## src/rtl/esh_pkg.sv

```systemverilog
`default_nettype none
// ----------------------------------------------------------------------------
// esh_pkg: shared types and constants for the ELF symbol hash front end
// Field widths, register indexes, bucket count limits and the request and
// response structs that pass between the sequencer and the modulo unit.
// ----------------------------------------------------------------------------
package esh_pkg;

	localparam int NAME_W           = 8;
	localparam int GNU_W            = 32;
	localparam int SYSV_W           = 28;
	localparam int MAX_BUCKETS_LOG2 = 20;
	localparam int COUNT_W          = MAX_BUCKETS_LOG2 + 1;
	localparam int BUCKET_W         = MAX_BUCKETS_LOG2;
	localparam int BLOOM_W          = 20;
	localparam int BLOOM_LOG2_W     = 5;
	localparam int BLOOM_LOG2_MAX   = 20;
	localparam int SHIFT_W          = 5;
	localparam int MASK_W           = 64;
	localparam int MASK_IDX_W       = 6;
	localparam int BLOOM_LSB        = 6;
	localparam int STEP_W           = $clog2(GNU_W);
	localparam int CFG_IDX_W        = 3;

	localparam logic [GNU_W-1:0] GNU_SEED = GNU_W'(5381);

	localparam logic [CFG_IDX_W-1:0] REG_GNU_COUNT   = CFG_IDX_W'(0);
	localparam logic [CFG_IDX_W-1:0] REG_SYSV_COUNT  = CFG_IDX_W'(1);
	localparam logic [CFG_IDX_W-1:0] REG_BLOOM_LOG2  = CFG_IDX_W'(2);
	localparam logic [CFG_IDX_W-1:0] REG_BLOOM_SHIFT = CFG_IDX_W'(3);

	localparam logic [COUNT_W-1:0] BUCKET_LIMIT = COUNT_W'(1) << MAX_BUCKETS_LOG2;

	typedef struct packed {
		logic               start;
		logic [GNU_W-1:0]   dividend;
		logic [COUNT_W-1:0] divisor;
	} mod_req_t;

	typedef struct packed {
		logic                done;
		logic [BUCKET_W-1:0] rem;
	} mod_rsp_t;

	// zero counts as one, anything above the limit saturates to it
	function automatic logic [COUNT_W-1:0] eff_count(input logic [COUNT_W-1:0] count);
		logic [COUNT_W-1:0] n;
		begin
			n = count;
			if (count == '0) begin
				n = COUNT_W'(1);
			end else if (count > BUCKET_LIMIT) begin
				n = BUCKET_LIMIT;
			end
			return n;
		end
	endfunction

endpackage
`default_nettype wire

```

## src/rtl/esh_hash_core.sv

```systemverilog
`default_nettype none
// ----------------------------------------------------------------------------
// esh_hash_core: running GNU and System V hashes
// Folds one name byte per cycle into both hashes and restarts them when the
// name ends. Bytes are folded only on cycles where step is high.
// ----------------------------------------------------------------------------
module esh_hash_core (
	input  wire logic                        clk,
	input  wire logic                        arst_n,
	input  wire logic                        step,
	input  wire logic                        restart,
	input  wire logic [esh_pkg::NAME_W-1:0]  byte_in,
	output logic      [esh_pkg::GNU_W-1:0]   gnu_run,
	output logic      [esh_pkg::SYSV_W-1:0]  sysv_run
);

	logic [esh_pkg::GNU_W-1:0]  gnu_q;
	logic [esh_pkg::SYSV_W-1:0] sysv_q;
	logic [esh_pkg::GNU_W-1:0]  gnu_next;
	logic [esh_pkg::GNU_W-1:0]  sysv_wide;
	logic [3:0]                 top_nib;
	logic [esh_pkg::SYSV_W-1:0] sysv_next;

	always_comb begin
		// h * 33 + c as shift and add
		gnu_next  = (gnu_q << 5) + gnu_q + esh_pkg::GNU_W'(byte_in);
		sysv_wide = {sysv_q, 4'b0000} + esh_pkg::GNU_W'(byte_in);
		top_nib   = sysv_wide[esh_pkg::GNU_W-1 -: 4];
		// fold the top nibble into bits 7..4, drop it from the top
		sysv_next = sysv_wide[esh_pkg::SYSV_W-1:0]
			^ esh_pkg::SYSV_W'({top_nib, 4'b0000});
	end

	always_ff @(posedge clk or negedge arst_n) begin
		if (!arst_n) begin
			gnu_q  <= esh_pkg::GNU_SEED;
			sysv_q <= '0;
		end else if (restart) begin
			gnu_q  <= esh_pkg::GNU_SEED;
			sysv_q <= '0;
		end else if (step) begin
			gnu_q  <= gnu_next;
			sysv_q <= sysv_next;
		end
	end

	assign gnu_run  = gnu_q;
	assign sysv_run = sysv_q;

endmodule
`default_nettype wire

```

## src/rtl/esh_mod_unit.sv

```systemverilog
`default_nettype none
// ----------------------------------------------------------------------------
// esh_mod_unit: iterative remainder unit
// Restoring division, one dividend bit per cycle; returns only the remainder.
// ----------------------------------------------------------------------------
module esh_mod_unit (
	input  wire logic              clk,
	input  wire logic              arst_n,
	input  wire esh_pkg::mod_req_t req,
	output esh_pkg::mod_rsp_t      rsp
);

	logic                               busy_q;
	logic                               done_q;
	logic [esh_pkg::STEP_W-1:0]         cnt_q;
	logic [esh_pkg::GNU_W-1:0]          num_q;
	logic [esh_pkg::COUNT_W-1:0]        den_q;
	logic [esh_pkg::BUCKET_W-1:0]       rem_q;
	logic [esh_pkg::COUNT_W-1:0]        trial;
	logic                               fits;
	logic [esh_pkg::BUCKET_W-1:0]       rem_next;

	always_comb begin
		trial    = {rem_q, num_q[esh_pkg::GNU_W-1]};
		fits     = (trial >= den_q);
		rem_next = fits ? esh_pkg::BUCKET_W'(trial - den_q) : trial[esh_pkg::BUCKET_W-1:0];
	end

	always_ff @(posedge clk or negedge arst_n) begin
		if (!arst_n) begin
			busy_q <= 1'b0;
			done_q <= 1'b0;
			cnt_q  <= '0;
		end else begin
			done_q <= 1'b0;
			if (req.start) begin
				busy_q <= 1'b1;
				cnt_q  <= '0;
			end else if (busy_q) begin
				cnt_q <= cnt_q + esh_pkg::STEP_W'(1);
				if (cnt_q == esh_pkg::STEP_W'(esh_pkg::GNU_W - 1)) begin
					busy_q <= 1'b0;
					done_q <= 1'b1;
				end
			end
		end
	end

	always_ff @(posedge clk) begin
		if (req.start) begin
			num_q <= req.dividend;
			den_q <= req.divisor;
			rem_q <= '0;
		end else if (busy_q) begin
			num_q <= {num_q[esh_pkg::GNU_W-2:0], 1'b0};
			rem_q <= rem_next;
		end
	end

	assign rsp.done = done_q;
	assign rsp.rem  = rem_q;

endmodule
`default_nettype wire

```

## src/rtl/elf_symbol_hash_front_end_unit.sv

```systemverilog
`default_nettype none
// Name bytes other than zero are taken one per cycle while in_stall is low.
// A zero byte ends the name; its result comes from two passes of the shared
// remainder unit, GNU hash first and then SysV, and loads once output is free.
// in_stall stays high from that zero byte until the result is loaded.
// Reset (arst_n low) restarts both hashes, drops any pending result and sets
// the bucket counts to one and the bloom settings to zero.
// ----------------------------------------------------------------------------
// elf_symbol_hash_front_end_unit: GNU and System V symbol hash front end
// Hashes a name byte stream and on its end gives both hashes, both bucket
// indexes, the bloom word index and the 64-bit bloom mask with up to two bits set.
// ----------------------------------------------------------------------------
module elf_symbol_hash_front_end_unit (
	input  wire logic                              clk,
	input  wire logic                              arst_n,
	input  wire logic                              in_valid,
	output logic                                   in_stall,
	input  wire logic [esh_pkg::NAME_W-1:0]        name_byte,
	output logic                                   out_valid,
	input  wire logic                              out_stall,
	output logic      [esh_pkg::GNU_W-1:0]         gnu_value,
	output logic      [esh_pkg::SYSV_W-1:0]        sysv_value,
	output logic      [esh_pkg::BUCKET_W-1:0]      gnu_bucket,
	output logic      [esh_pkg::BUCKET_W-1:0]      sysv_bucket,
	output logic      [esh_pkg::BLOOM_W-1:0]       bloom_word,
	output logic      [esh_pkg::MASK_W-1:0]        bloom_mask,
	input  wire logic                              cfg_valid,
	output logic                                   cfg_ready,
	input  wire logic [esh_pkg::CFG_IDX_W-1:0]     cfg_index,
	input  wire logic [esh_pkg::COUNT_W-1:0]       cfg_data
);

	typedef enum logic [1:0] {
		ST_IDLE,
		ST_DIV_G,
		ST_DIV_S,
		ST_LOAD
	} state_t;

	state_t state_q;

	logic [esh_pkg::COUNT_W-1:0]      gnu_count_q;
	logic [esh_pkg::COUNT_W-1:0]      sysv_count_q;
	logic [esh_pkg::BLOOM_LOG2_W-1:0] bloom_log2_q;
	logic [esh_pkg::SHIFT_W-1:0]      bloom_shift_q;

	logic [esh_pkg::GNU_W-1:0]        gnu_hold_q;
	logic [esh_pkg::SYSV_W-1:0]       sysv_hold_q;
	logic [esh_pkg::BUCKET_W-1:0]     gnu_bkt_q;
	logic [esh_pkg::BUCKET_W-1:0]     sysv_bkt_q;

	logic                             out_valid_q;
	logic [esh_pkg::GNU_W-1:0]        gnu_value_q;
	logic [esh_pkg::SYSV_W-1:0]       sysv_value_q;
	logic [esh_pkg::BUCKET_W-1:0]     gnu_bucket_q;
	logic [esh_pkg::BUCKET_W-1:0]     sysv_bucket_q;
	logic [esh_pkg::BLOOM_W-1:0]      bloom_word_q;
	logic [esh_pkg::MASK_W-1:0]       bloom_mask_q;

	logic                             in_take;
	logic                             end_of_name;
	logic                             out_free;
	logic [esh_pkg::GNU_W-1:0]        gnu_run;
	logic [esh_pkg::SYSV_W-1:0]       sysv_run;
	logic [esh_pkg::COUNT_W-1:0]      gnu_div;
	logic [esh_pkg::COUNT_W-1:0]      sysv_div;
	logic [esh_pkg::BLOOM_LOG2_W-1:0] bloom_lg;
	logic [esh_pkg::BLOOM_W:0]        word_mask;
	logic [esh_pkg::GNU_W-1:0]        shifted;
	logic [esh_pkg::BLOOM_W-1:0]      bloom_word_d;
	logic [esh_pkg::MASK_W-1:0]       bloom_mask_d;

	esh_pkg::mod_req_t                mod_req;
	esh_pkg::mod_rsp_t                mod_rsp;

	assign in_stall    = (state_q != ST_IDLE);
	assign in_take     = in_valid && !in_stall;
	assign end_of_name = in_take && (name_byte == '0);
	assign out_free    = !out_valid_q || !out_stall;
	assign cfg_ready   = 1'b1;

	esh_hash_core u_hash (
		.clk      (clk),
		.arst_n   (arst_n),
		.step     (in_take && (name_byte != '0)),
		.restart  (end_of_name),
		.byte_in  (name_byte),
		.gnu_run  (gnu_run),
		.sysv_run (sysv_run)
	);

	esh_mod_unit u_mod (
		.clk    (clk),
		.arst_n (arst_n),
		.req    (mod_req),
		.rsp    (mod_rsp)
	);

	// configuration registers
	always_ff @(posedge clk or negedge arst_n) begin
		if (!arst_n) begin
			gnu_count_q   <= esh_pkg::COUNT_W'(1);
			sysv_count_q  <= esh_pkg::COUNT_W'(1);
			bloom_log2_q  <= '0;
			bloom_shift_q <= '0;
		end else if (cfg_valid && cfg_ready) begin
			case (cfg_index)
				esh_pkg::REG_GNU_COUNT: begin
					gnu_count_q <= cfg_data;
				end
				esh_pkg::REG_SYSV_COUNT: begin
					sysv_count_q <= cfg_data;
				end
				esh_pkg::REG_BLOOM_LOG2: begin
					bloom_log2_q <= cfg_data[esh_pkg::BLOOM_LOG2_W-1:0];
				end
				esh_pkg::REG_BLOOM_SHIFT: begin
					bloom_shift_q <= cfg_data[esh_pkg::SHIFT_W-1:0];
				end
				default: begin
				end
			endcase
		end
	end

	always_comb begin
		gnu_div  = esh_pkg::eff_count(gnu_count_q);
		sysv_div = esh_pkg::eff_count(sysv_count_q);
		bloom_lg = (bloom_log2_q > esh_pkg::BLOOM_LOG2_W'(esh_pkg::BLOOM_LOG2_MAX)) ?
			esh_pkg::BLOOM_LOG2_W'(esh_pkg::BLOOM_LOG2_MAX) : bloom_log2_q;
		word_mask    = ((esh_pkg::BLOOM_W+1)'(1) << bloom_lg) - (esh_pkg::BLOOM_W+1)'(1);
		bloom_word_d = gnu_hold_q[esh_pkg::BLOOM_LSB +: esh_pkg::BLOOM_W]
			& word_mask[esh_pkg::BLOOM_W-1:0];
		shifted      = gnu_hold_q >> bloom_shift_q;
		bloom_mask_d = (esh_pkg::MASK_W'(1) << gnu_hold_q[esh_pkg::MASK_IDX_W-1:0])
			| (esh_pkg::MASK_W'(1) << shifted[esh_pkg::MASK_IDX_W-1:0]);
	end

	// issue requests to the remainder unit: GNU hash first, then SysV
	always_comb begin
		mod_req.start    = 1'b0;
		mod_req.dividend = gnu_run;
		mod_req.divisor  = gnu_div;
		case (state_q)
			ST_IDLE: begin
				mod_req.start = end_of_name;
			end
			ST_DIV_G: begin
				mod_req.start    = mod_rsp.done;
				mod_req.dividend = esh_pkg::GNU_W'(sysv_hold_q);
				mod_req.divisor  = sysv_div;
			end
			default: begin
			end
		endcase
	end

	always_ff @(posedge clk or negedge arst_n) begin
		if (!arst_n) begin
			state_q       <= ST_IDLE;
			gnu_hold_q    <= '0;
			sysv_hold_q   <= '0;
			gnu_bkt_q     <= '0;
			sysv_bkt_q    <= '0;
			out_valid_q   <= 1'b0;
			gnu_value_q   <= '0;
			sysv_value_q  <= '0;
			gnu_bucket_q  <= '0;
			sysv_bucket_q <= '0;
			bloom_word_q  <= '0;
			bloom_mask_q  <= '0;
		end else begin
			// the load state refills the output register itself
			if (out_valid_q && !out_stall && state_q != ST_LOAD) begin
				out_valid_q <= 1'b0;
			end
			case (state_q)
				ST_IDLE: begin
					if (end_of_name) begin
						gnu_hold_q  <= gnu_run;
						sysv_hold_q <= sysv_run;
						state_q     <= ST_DIV_G;
					end
				end
				ST_DIV_G: begin
					if (mod_rsp.done) begin
						gnu_bkt_q <= mod_rsp.rem;
						state_q   <= ST_DIV_S;
					end
				end
				ST_DIV_S: begin
					if (mod_rsp.done) begin
						sysv_bkt_q <= mod_rsp.rem;
						state_q    <= ST_LOAD;
					end
				end
				ST_LOAD: begin
					// hold until the output register is free
					if (out_free) begin
						out_valid_q   <= 1'b1;
						gnu_value_q   <= gnu_hold_q;
						sysv_value_q  <= sysv_hold_q;
						gnu_bucket_q  <= gnu_bkt_q;
						sysv_bucket_q <= sysv_bkt_q;
						bloom_word_q  <= bloom_word_d;
						bloom_mask_q  <= bloom_mask_d;
						state_q       <= ST_IDLE;
					end
				end
				default: begin
					state_q <= ST_IDLE;
				end
			endcase
		end
	end

	assign out_valid   = out_valid_q;
	assign gnu_value   = gnu_value_q;
	assign sysv_value  = sysv_value_q;
	assign gnu_bucket  = gnu_bucket_q;
	assign sysv_bucket = sysv_bucket_q;
	assign bloom_word  = bloom_word_q;
	assign bloom_mask  = bloom_mask_q;

`ifndef SYNTH
	a_done_in_div: assert property (@(posedge clk) disable iff (!arst_n)
		mod_rsp.done |-> (state_q == ST_DIV_G || state_q == ST_DIV_S))
		else $error("remainder unit finished outside a division state");

	a_gnu_rem_range: assert property (@(posedge clk) disable iff (!arst_n)
		(mod_rsp.done && state_q == ST_DIV_G) |->
			(esh_pkg::COUNT_W'(mod_rsp.rem) < gnu_div))
		else $error("GNU bucket not below bucket count");

	a_sysv_rem_range: assert property (@(posedge clk) disable iff (!arst_n)
		(mod_rsp.done && state_q == ST_DIV_S) |->
			(esh_pkg::COUNT_W'(mod_rsp.rem) < sysv_div))
		else $error("SysV bucket not below bucket count");

	a_no_overwrite: assert property (@(posedge clk) disable iff (!arst_n)
		(state_q == ST_LOAD && out_valid_q && out_stall) |=>
			(state_q == ST_LOAD && out_valid_q && $stable(gnu_value_q)))
		else $error("pending result overwritten");
`endif

endmodule
`default_nettype wire
```

## config.mk

```make
export PLATFORM = sky130hd
export DESIGN_NAME = elf_symbol_hash_front_end_unit
export DESIGN_NICKNAME = d
export VERILOG_FILES = /design/src/rtl/esh_pkg.sv /design/src/rtl/esh_hash_core.sv /design/src/rtl/esh_mod_unit.sv /design/src/rtl/elf_symbol_hash_front_end_unit.sv
export SDC_FILE = /design/constraint.sdc
export NUM_CORES = 1
export LEC_CHECK = 0
export BUFFER_PORTS_ARGS = -buffer_cell sky130_fd_sc_hd__buf_2
export CAP_MARGIN = 20
export CORE_ASPECT_RATIO = 1.4
export CORE_MARGIN = 3
export CORE_UTILIZATION = 55
export CTS_CLUSTER_DIAMETER = 30
export DETAILED_ROUTE_END_ITERATION = 7
export PLACE_DENSITY = 0.8
export SYNTH_ARGS = -nofsm -noshare
export SYNTH_HDL_FRONTEND = slang
export SYNTH_SLANG_ARGS = --single-unit
```

## constraint.sdc

```tcl
create_clock -name clk -period 10 [get_ports clk]
set_clock_uncertainty 0.2 [all_clocks]
set_input_delay 2 -clock clk [delete_from_list [all_inputs] [get_ports clk]]
set_output_delay 2 -clock clk [all_outputs]
set_load 0.01 [all_outputs]
```

==> out/qor.csv, run 1 <==
metric,value,unit
Peak VDD IR,201,uV
boundary pin count,224,
Final Hold Viols,0,
DRC viols,0,
net switching power,3050,uW
number of iterations in the first detailed-routing pass,5,
Tcrit/Tclk final,48.8,%
post-CTS setup buffer count,0,
Critical Path RT,10.30,ns
Switching Fraction,37.3,%
FILL cells,3382,
biggest cell delay along the critical path,0.48,ns
later-pin clock latency in the skew report,0.59,ns
status,finished clean,
yosys warns,0,
first-pass GRT wire length,106000,microns
Crit-path slowest cell,a311oi_1,
GRT met3 Usage,4.31,%
Clock Pin Slew Worst Setup and Hold Paths,0.05,ns
initial antenna violation count,1,
initial core utilization,55.9,%
"Seq/Total Area, Yosys",50.3,%
Slew Limit Fails,0,
total nets after synthesis,2610,
CP Max Fanout,3,
combinational share of power,34.1,%
Final nets,2793,
Power Internal,5140,uW
layout cells sized above 1,19.1,%
Die ar.,46600,sq um
PortBufs,222,
Seq pwr share,32.9,%
CTS tree,yes,
via density per instance,6.06,
worst-margin pin slew,1.11,ns
WL final,67200,microns
Worst Setup End Kind,flip-flop,
clock power share,33.0,%
Post-CTS Resized,0,
number of synthesized register bits,479,
# rows,90,
max-cap violation count,0,
CTS Root Buffer Type,clkbuf_16,
initial DRC count,1960,
Die Width,183,microns
P_leak,0.0140,uW
Final HPWL DP,46700,microns
most frequent cells in the layout,"nand2_1, dfrtp_1, buf_2",
core footprint,43200,sq um
Synth Instances,2477,
Hold Crit Class,flip-flop to flip-flop,
Cell Pwr Density,289,nW/um^2
Setup crit start kind,input port,
routed length per instance,20.6,microns
Vias,19800,
Post-Syn Area per Cell,9.77,sq um
total grt overflow,0,
pin count of the biggest net entering global routing,156,
TNS Setup,0,ns
Slew headroom,25.7,%
"Async S/R FF share, synth",84.8,%
worst path cell trace,buf_2 > ha_1 > ha_1 > fa_1 > a21oi_1 > nor2_1 > nor3_1 > nor2_1 > a311oi_1 > o311ai_0 > a311o_1 > o21ai_0,
Synth cell types,79,
GRT Util Overall,28.4,%
RSZ-0062 raised after global routing,false,
Die H,254,microns
worst path arrival time,5.18,ns
Max clock buf depth,3,
TritonCTS Sinks,479,
GR Util met1,35.3,%
R2R Setup Slk,6.12,ns
Syn-to-layout area delta,17.0,%
H-tree depth,3,
CTS Buf Count,74,
Hold Buf Count CTS,0,
cell area after synthesis,24200,sq um
Synth Flop Type,dfrtp_1,
placer congestion estimate,0.939,
CP Class,input port to flip-flop,
vias in the first global route,19600,
Finish-stage setup viols,0,
number of flops mapped to enable cells by yosys,53,
remaining antenna violation count,0,
"most common cell after layout, fill and taps aside",nand2_1,
total power,8190,uW
M2 GR Usage,48.0,%
Peak Freq,205,MHz
layer with the highest usage,met2,
post-layout min period,4.88,ns
flip-flops by register name (all words and copies together) (netlist names), 5 cells and up:
signal           count
bloom_word          20
u_mod.den_q         21
u_mod.num_q         32
u_mod.rem_q         20
bloom_log2_q         5
sysv_bucket         20
sysv_bkt_q          20
gnu_count_q         21
gnu_hold_q          32
gnu_bucket          20
u_hash.gnu_run      32
gnu_value           32
bloom_mask          64
sysv_count_q        21
u_hash.sysv_run     28
sysv_hold_q         28
sysv_value          28
gnu_bkt_q           20
bloom_shift_q        5
u_mod.cnt_q          5
final timing paths:
| check | start | to | cells after the start |
|---|---|---|---|
| setup / recovery | name_byte[1] | u_hash.gnu_run[31] | 12 |
| hold / removal | sysv_bucket[17] | sysv_bucket[17] | 2 |
| setup reg to reg | u_hash.gnu_run[1] | u_hash.gnu_run[31] | 11 |
| hold reg to reg | sysv_bucket[17] | sysv_bucket[17] | 2 |
| max in group asynchronous | arst_n | bloom_shift_q[1] | 2 |
| min in group asynchronous | arst_n | gnu_bkt_q[12] | 1 |
Yosys cell counts, types with 8 or more instances:
cell	count	area, sq um
a211oi_1	14	105
a21o_1	22	165
a21oi_1	69	345
a22o_1	22	193
a31oi_1	10	62.6
and2_1	9	56.3
and3_1	16	100
buf_1	15	56.3
buf_2	11	55.1
clkbuf_1	104	390
dfrtp_1	399	9980
dfxtp_1	20	400
edfxtp_1	53	1590
ha_1	90	1130
inv_1	49	184
mux2_2	96	1080
mux2i_1	80	801
mux4_2	19	428
nand2_1	740	2780
nand2b_1	15	93.8
nand3_1	44	220
nand4_1	9	56.3
nor2_1	87	327
nor2b_1	17	106
nor3_1	16	80.1
nor4_1	12	75.1
o21a_1	8	60.1
o21ai_0	160	801
o21bai_1	11	82.6
o221ai_1	64	561
or3_1	9	56.3
xnor2_1	35	307
xor2_1	34	298
power groups by stage:
stage / registers [uW] / logic [uW] / clock network, uW
after global routing: 2720 / 3080 / 2820
after detailed placement: 2730 / 2720 / 0
after floorplan: 2540 / 2130 / 0
after global placement: 2710 / 2630 / 0
after CTS: 2690 / 2740 / 2730
final: 2690 / 2790 / 2710
logic make-up after synthesis:
group / Yosys count / synth area share [%]
mux: 195 / 9.55
other cells: 1 / 0.0155
flops: 479 / 50.3
buf+inv: 189 / 3.11
simple gates: 1002 / 17.2
compound gates: 446 / 12.2
xor+xnor: 69 / 2.50
fa+ha+maj: 96 / 5.15
through the flow:
| step | setup slack, ns | hold slack (ns) | area, sq um | utilization (%) | std cells |
|---|---|---|---|---|---|
| floorplan | 5.14 | 0.233 | 24200 | - | 2477 |
| global placement | 4.68 | 0.247 | 25600 | 59.3 | 3134 |
| detailed placement | 4.62 | 0.253 | 25600 | 59.3 | 3134 |
| CTS | 5.23 | 0.267 | 28300 | 65.4 | 3268 |
| global route | 4.94 | 0.283 | 28300 | 65.5 | 3270 |
| finish | 5.12 | 0.264 | 28300 | 65.5 | 3271 |
routing by layer:
metal	vias up	wire length, microns
li1	9043	-
met1	9662	26300
met2	883	33000
met3	227	4230
met4	0	3770
met5	-	0
cell type report:
type	count	area, sq um	area share, %
Inverter	53	199	0.703
Antenna cell	1	2.50	0.00884
Sequential cell	479	12200	43.0
Clock buffer	84	1960	6.93
Tap cell	552	691	2.44
Timing Repair Buffer	243	1300	4.61
Multi-Input combinational cell	1809	11300	40.0
Clock inverter	50	667	2.36
worst max-delay path, delay by kind of cell:
kind            cells  cell delay, ns
buf+inv             1            0.11
compound gates      5            1.42
fa+ha+maj           3            0.96
simple gates        3            0.69
Note: power is estimated with default switching activity, not from simulation.
==> inputs of run 2 (changes only) <==
clock period = 4.7 ns   (was 10 ns; I/O delays follow)
==> out/qor.csv, run 2 (same netlist as run 1, synthesis figures left out) <==
metric,value,unit,change
Final Util,66.0,%,was 65.5%
Switching Fraction,37.0,%,was 37.3%
Hold Crit Class,input port to async pin,,was flip-flop to flip-flop
Final Hold Viols,0,,unchanged
pin count of the biggest net entering global routing,101,,was 156
CP endpoint,u_hash.gnu_run[31],,unchanged
# rows,90,,unchanged
initial antenna violation count,1,,unchanged
net switching power,6490,uW,was 3050 uW
post-layout min period,3.71,ns,
worst path arrival time,4.01,ns,was 5.18 ns
initial core utilization,55.9,%,unchanged
Slew Limit Fails,0,,unchanged
r2r endpoint,u_hash.gnu_run[31],,unchanged
routed length per instance,20.3,microns,was 20.6 microns
Power Internal,11000,uW,was 5140 uW
Post-CTS Resized,0,,unchanged
Peak Freq,269,MHz,
combinational share of power,33.8,%,was 34.1%
WP buf/inv,0,,was 1
TNS Setup,0,ns,unchanged
vias in the first global route,19900,,was 19600
first-pass GRT wire length,106000,microns,about the same
Die Width,183,microns,unchanged
max-cap violation count,0,,unchanged
later-pin clock latency in the skew report,0.60,ns,was 0.59 ns
post-CTS setup buffer count,0,,unchanged
worst-margin pin slew,1.07,ns,was 1.11 ns
crit path from,u_hash.gnu_run[1],,was name_byte[1]
RR Startpoint,u_hash.gnu_run[1],,unchanged
max reg flops,64,,unchanged
GRT Util Overall,28.3,%,was 28.4%
TritonCTS Sinks,479,,unchanged
Finish-stage setup viols,0,,unchanged
CP Max Fanout,5,,was 3
CTS Buf Count,77,,was 74
Crit-path slowest cell,a311oi_1,,unchanged
Critical Path RT,5.00,ns,was 10.30 ns
total grt overflow,0,,unchanged
clock power share,33.6,%,was 33.0%
PortBufs,222,,unchanged
R2R Setup Slk,0.99,ns,was 6.12 ns
RSZ-0062 raised after global routing,false,,unchanged
worst reg2reg path depth,11,,unchanged
CTS tree,yes,,unchanged
P_leak,0.0141,uW,was 0.0140 uW
Clock Pin Slew Worst Setup and Hold Paths,0.06,ns,was 0.05 ns
remaining antenna violation count,0,,unchanged
most frequent cells in the layout,"nand2_1, dfrtp_1, buf_2",,unchanged
Setup crit start kind,flip-flop,,was input port
Hold Buf Count CTS,0,,unchanged
H-tree depth,3,,unchanged
"most common cell after layout, fill and taps aside",nand2_1,,unchanged
layout cells sized above 1,19.6,%,was 19.1%
CP Class,flip-flop to flip-flop,,was input port to flip-flop
crit-path leading delay family,compound AO/OA/AOI/OAI gates,,unchanged
initial DRC count,1837,,was 1960
number of iterations in the first detailed-routing pass,6,,was 5
FILL cells,3393,,was 3382
biggest cell delay along the critical path,0.51,ns,was 0.48 ns
Vias,19800,,about the same
WL final,67000,microns,was 67200 microns
worst path cell trace,ha_1 > ha_1 > fa_1 > a21oi_1 > nor2_1 > nor3_1 > nor2_1 > a311oi_1 > o311ai_0 > a311o_1 > o21ai_0,,was buf_2 > ha_1 > ha_1 > fa_1 > a21oi_1 > nor2_1 > nor3_1 > nor2_1 > a311oi_1 > o311ai_0 > a311o_1 > o21ai_0
Final HPWL DP,46800,microns,was 46700 microns
Slew headroom,27.7,%,was 25.7%
Tcrit/Tclk final,79.0,%,
Worst Setup End Kind,flip-flop,,unchanged
Cell Pwr Density,614,nW/um^2,was 289 nW/um^2
Syn-to-layout area delta,17.9,%,was 17.0%
boundary pin count,224,,unchanged
placer congestion estimate,0.991,,was 0.939
Seq pwr share,32.7,%,was 32.9%
Peak VDD IR,327,uV,was 201 uV
Final nets,2807,,was 2793
core footprint,43200,sq um,unchanged
Max clock buf depth,3,,unchanged
via density per instance,6.03,,was 6.06
status,finished clean,,unchanged
Die H,254,microns,unchanged
path length in cells of the critical path,11,,was 12
DRC viols,0,,unchanged
Die ar.,46600,sq um,unchanged
CTS Root Buffer Type,clkbuf_16,,unchanged
-- run 2: cell count changes in the layout (fill, tap and decap cells not counted), sizes merged --
cell,delta
buf,+11
clkinv,+4
inv,-3
bufinv,-3
clkbuf,+10
clkinvlp,+2
-- run 2: layout make-up --
cell class,count,area [sq um],area share [%]
flip-flops and latches,479,12200,42.6
well taps,552,691,2.42
inverters,53,199,0.697
diodes,1,2.50,0.00877
repair buffers,254,1400,4.90
clock inverters,50,603,2.11
multi-input cells,1809,11300,39.7
clock buffers,94,2150,7.53
-- run 2: routing by layer --
metal / track usage (%) / vias to the layer above / part of all wire (%)
met5: 0 / - / 0
met4: 17.4 / 0 / 6.2
met3: 3.91 / 223 / 5.7
met2: 48.0 / 806 / 50
met1: 34.5 / 9738 / 39
li1: - / 9080 / -
-- run 2: how the worst min path moves through the flow --
stage                     slack (ns)           from        endpoint  cells after the start
after floorplan                 0.23  gnu_bkt_q[10]  gnu_bucket[10]                      2
after global placement          0.25   gnu_bkt_q[7]   gnu_bucket[7]                      2
after detailed placement        0.25  sysv_bkt_q[7]  sysv_bucket[7]                      2
after CTS                       0.21         arst_n  gnu_bucket[12]                      1
after global routing            0.24         arst_n  gnu_bucket[12]                      1
final                           0.17         arst_n  gnu_bucket[12]                      1
-- run 2: power by group through the flow --
stage	Clock [uW]	Sequential [uW]	Combinational (uW)
after global routing	6150	5790	6560
after global placement	0	5730	5650
after detailed placement	0	5770	5810
after CTS	5950	5700	5880
final	5880	5720	5920
after floorplan	0	5400	4540
-- run 2: metrics by stage --
stage                     worst slack, ns  hold slack [ns]  power [uW]  instance area (sq um)  std cells
after floorplan                     0.901            0.233        9940                  24200       2477
after global placement              0.524            0.247       11400                  25800       3146
after detailed placement            0.457            0.246       11600                  25800       3146
after CTS                           0.991            0.208       17500                  28500       3290
after global routing                0.711            0.237       18500                  28500       3291
final                               0.985            0.168       17500                  28500       3292
==> inputs of run 3 (changes only) <==
CORE_UTILIZATION = 54   (was 55)
PLACE_DENSITY = 0.81   (was 0.8)
clock period = 3 ns   (was 4.7 ns; I/O delays follow)
==> out/qor.csv, run 3 (same netlist as run 1, synthesis figures left out) <==
metric,value,unit,change
Die ar.,47400,sq um,was 46600 sq um
number of iterations in the first detailed-routing pass,8,,was 6
Non-Filler Instances,3461,,was 3292
TNS Setup,-1.38,ns,was 0 ns
Setup crit start kind,flip-flop,,unchanged
setup slack after layout,-0.253,ns,was 0.985 ns
multi-input logic area,11900,sq um,was 11300 sq um
Slew Limit Fails,0,,unchanged
routed length per instance,21.1,microns,was 20.3 microns
"most common cell after layout, fill and taps aside",nand2_1,,unchanged
Vias,20900,,was 19800
most frequent cells in the layout,"nand2_1, dfrtp_1, buf_2",,unchanged
CP Class,flip-flop to flip-flop,,unchanged
Max clock buf depth,3,,unchanged
Tcrit/Tclk final,108,%,was 79.0%
r2r endpoint,u_hash.gnu_run[30],,was u_hash.gnu_run[31]
initial antenna violation count,5,,was 1
first-pass GRT wire length,113000,microns,was 106000 microns
Peak VDD IR,749,uV,was 327 uV
dpl cell area,27100,sq um,was 25800 sq um
hold_sp,cfg_data[13],,
worst reg2reg path depth,10,,was 11
Hold Path Stages,2,,
Slew headroom,25.9,%,was 27.7%
Critical Path RT,3.27,ns,was 5.00 ns
# rows,91,,was 90
Finish-stage setup viols,16,,was 0
PortBufs,222,,unchanged
Worst Setup End Kind,flip-flop,,unchanged
max-cap violation count,0,,unchanged
CP Max Fanout,4,,was 5
Final Hold Viols,0,,unchanged
placer congestion estimate,0.984,,was 0.991
vias in the first global route,21100,,was 19900
CTS Buf Count,72,,was 77
initial DRC count,1894,,was 1837
remaining antenna violation count,0,,unchanged
Die H,256,microns,was 254 microns
WL final,73100,microns,was 67000 microns
Reg area,12200,sq um,about the same
DRC viols,0,,unchanged
boundary pin count,224,,unchanged
GRT Util Overall,29.9,%,was 28.3%
Peak Freq,307,MHz,was 269 MHz
CTS Root Buffer Type,clkbuf_16,,unchanged
initial core utilization,54.8,%,was 55.9%
layout cells sized above 1,26.8,%,was 19.6%
worst path arrival time,3.52,ns,was 4.01 ns
via density per instance,6.04,,was 6.03
Cell Pwr Density,1010,nW/um^2,was 614 nW/um^2
R2R Setup Slk,-0.25,ns,was 0.99 ns
Final Instance Area,30400,sq um,was 28500 sq um
later-pin clock latency in the skew report,0.60,ns,about the same
P_leak,0.0151,uW,was 0.0141 uW
total power,30700,uW,was 17500 uW
placed insts,3294,,was 3146
Syn-to-layout area delta,25.7,%,was 17.9%
Hold Crit Class,input port to flip-flop,,was input port to async pin
Diodes inserted,0,,was 1
FILL cells,3241,,was 3393
failing checks,setup timing,,
Hold Path End,sysv_count_q[13],,
CTS tree,yes,,unchanged
core footprint,44200,sq um,was 43200 sq um
Clock Pin Slew Worst Setup and Hold Paths,0.06,ns,about the same
max reg flops,64,,unchanged
Die Width,185,microns,was 183 microns
worst-margin pin slew,1.11,ns,was 1.07 ns
Final nets,2976,,was 2807
RSZ-0062 raised after global routing,true,,was false
total grt overflow,0,,unchanged
pin count of the biggest net entering global routing,121,,was 101
RR Startpoint,u_hash.gnu_run[2],,was u_hash.gnu_run[1]
post-layout min period,3.25,ns,was 3.71 ns
H-tree depth,3,,unchanged
Final HPWL DP,50400,microns,was 46800 microns
TritonCTS Sinks,479,,unchanged
status,"complete, but fails checks",,was finished clean
-- run 3: worst max-delay path by stage --
| stage | end | cells after the start | from |
|---|---|---|---|
| after CTS | u_hash.gnu_run[30] | 10 | u_hash.gnu_run[2] |
| after global routing | u_hash.gnu_run[30] | 11 | u_hash.gnu_run[7] |
| final | u_hash.gnu_run[30] | 10 | u_hash.gnu_run[2] |
| after detailed placement | u_hash.gnu_run[27] | 12 | name_byte[7] |
| after floorplan | u_hash.gnu_run[30] | 10 | name_byte[7] |
| after global placement | u_hash.gnu_run[27] | 12 | name_byte[7] |
-- run 3: metal layers --
layer | track usage (%) | vias up | part of all wire, %
li1 | - | 9404 | -
met4 | 15.5 | 8 | 5.7
met3 | 5.00 | 265 | 5.8
met5 | 0 | - | 0.079
met2 | 51.6 | 947 | 51
met1 | 35.8 | 10300 | 38
-- run 3: worst max-delay path, cell delays in order, from the launching register on --
cell and delay, ns:
dfstp_2 0.57, fa_2 0.47, ha_4 0.26, a2111oi_4 0.36
o21ai_2 0.14, nand3_2 0.12, a31oi_4 0.14, a21oi_2 0.20
a211oi_2 0.09, or3_1 0.33, a32o_1 0.26
-- run 3: through the flow --
step	hold WS, ns	util, %	setup WS (ns)
detailed placement	0.247	61.4	-0.439
global placement	0.245	61.4	-0.345
CTS	0.0286	67.6	-0.171
floorplan	0.104	-	-0.114
finish	0.0453	68.8	-0.253
global route	0.0417	68.8	-0.345
-- run 3: power breakdown --
group | leakage [uW] | total (uW) | switching (uW) | internal, uW
combinational | 0.00773 | 13300 | 7240 | 6080
sequential | 0.00609 | 8680 | 1100 | 7580
clock | 0.00125 | 8740 | 3320 | 5430
-- run 3: what timing repair did --
| item | CTS | global route |
|---|---|---|
| endpoints found under the hold margin | 44 | 0 |
| buffers inserted | 11 | 20 |
| pin swaps | 23 | 44 |
| gates resized for setup | 26 | 80 |
| hold buffers | 1 | 0 |
| cloned | 0 | 1 |
| setup endpoints to repair | 26 | 98 |
-- run 3: final cells by class --
type	instances	area share, %
clock buffers	92	6.75
flip-flops and latches	479	40.0
repair buffers	428	9.50
multi-input cells	1809	39.1
well taps	558	2.30
inverters	53	0.658
clock inverters	42	1.67
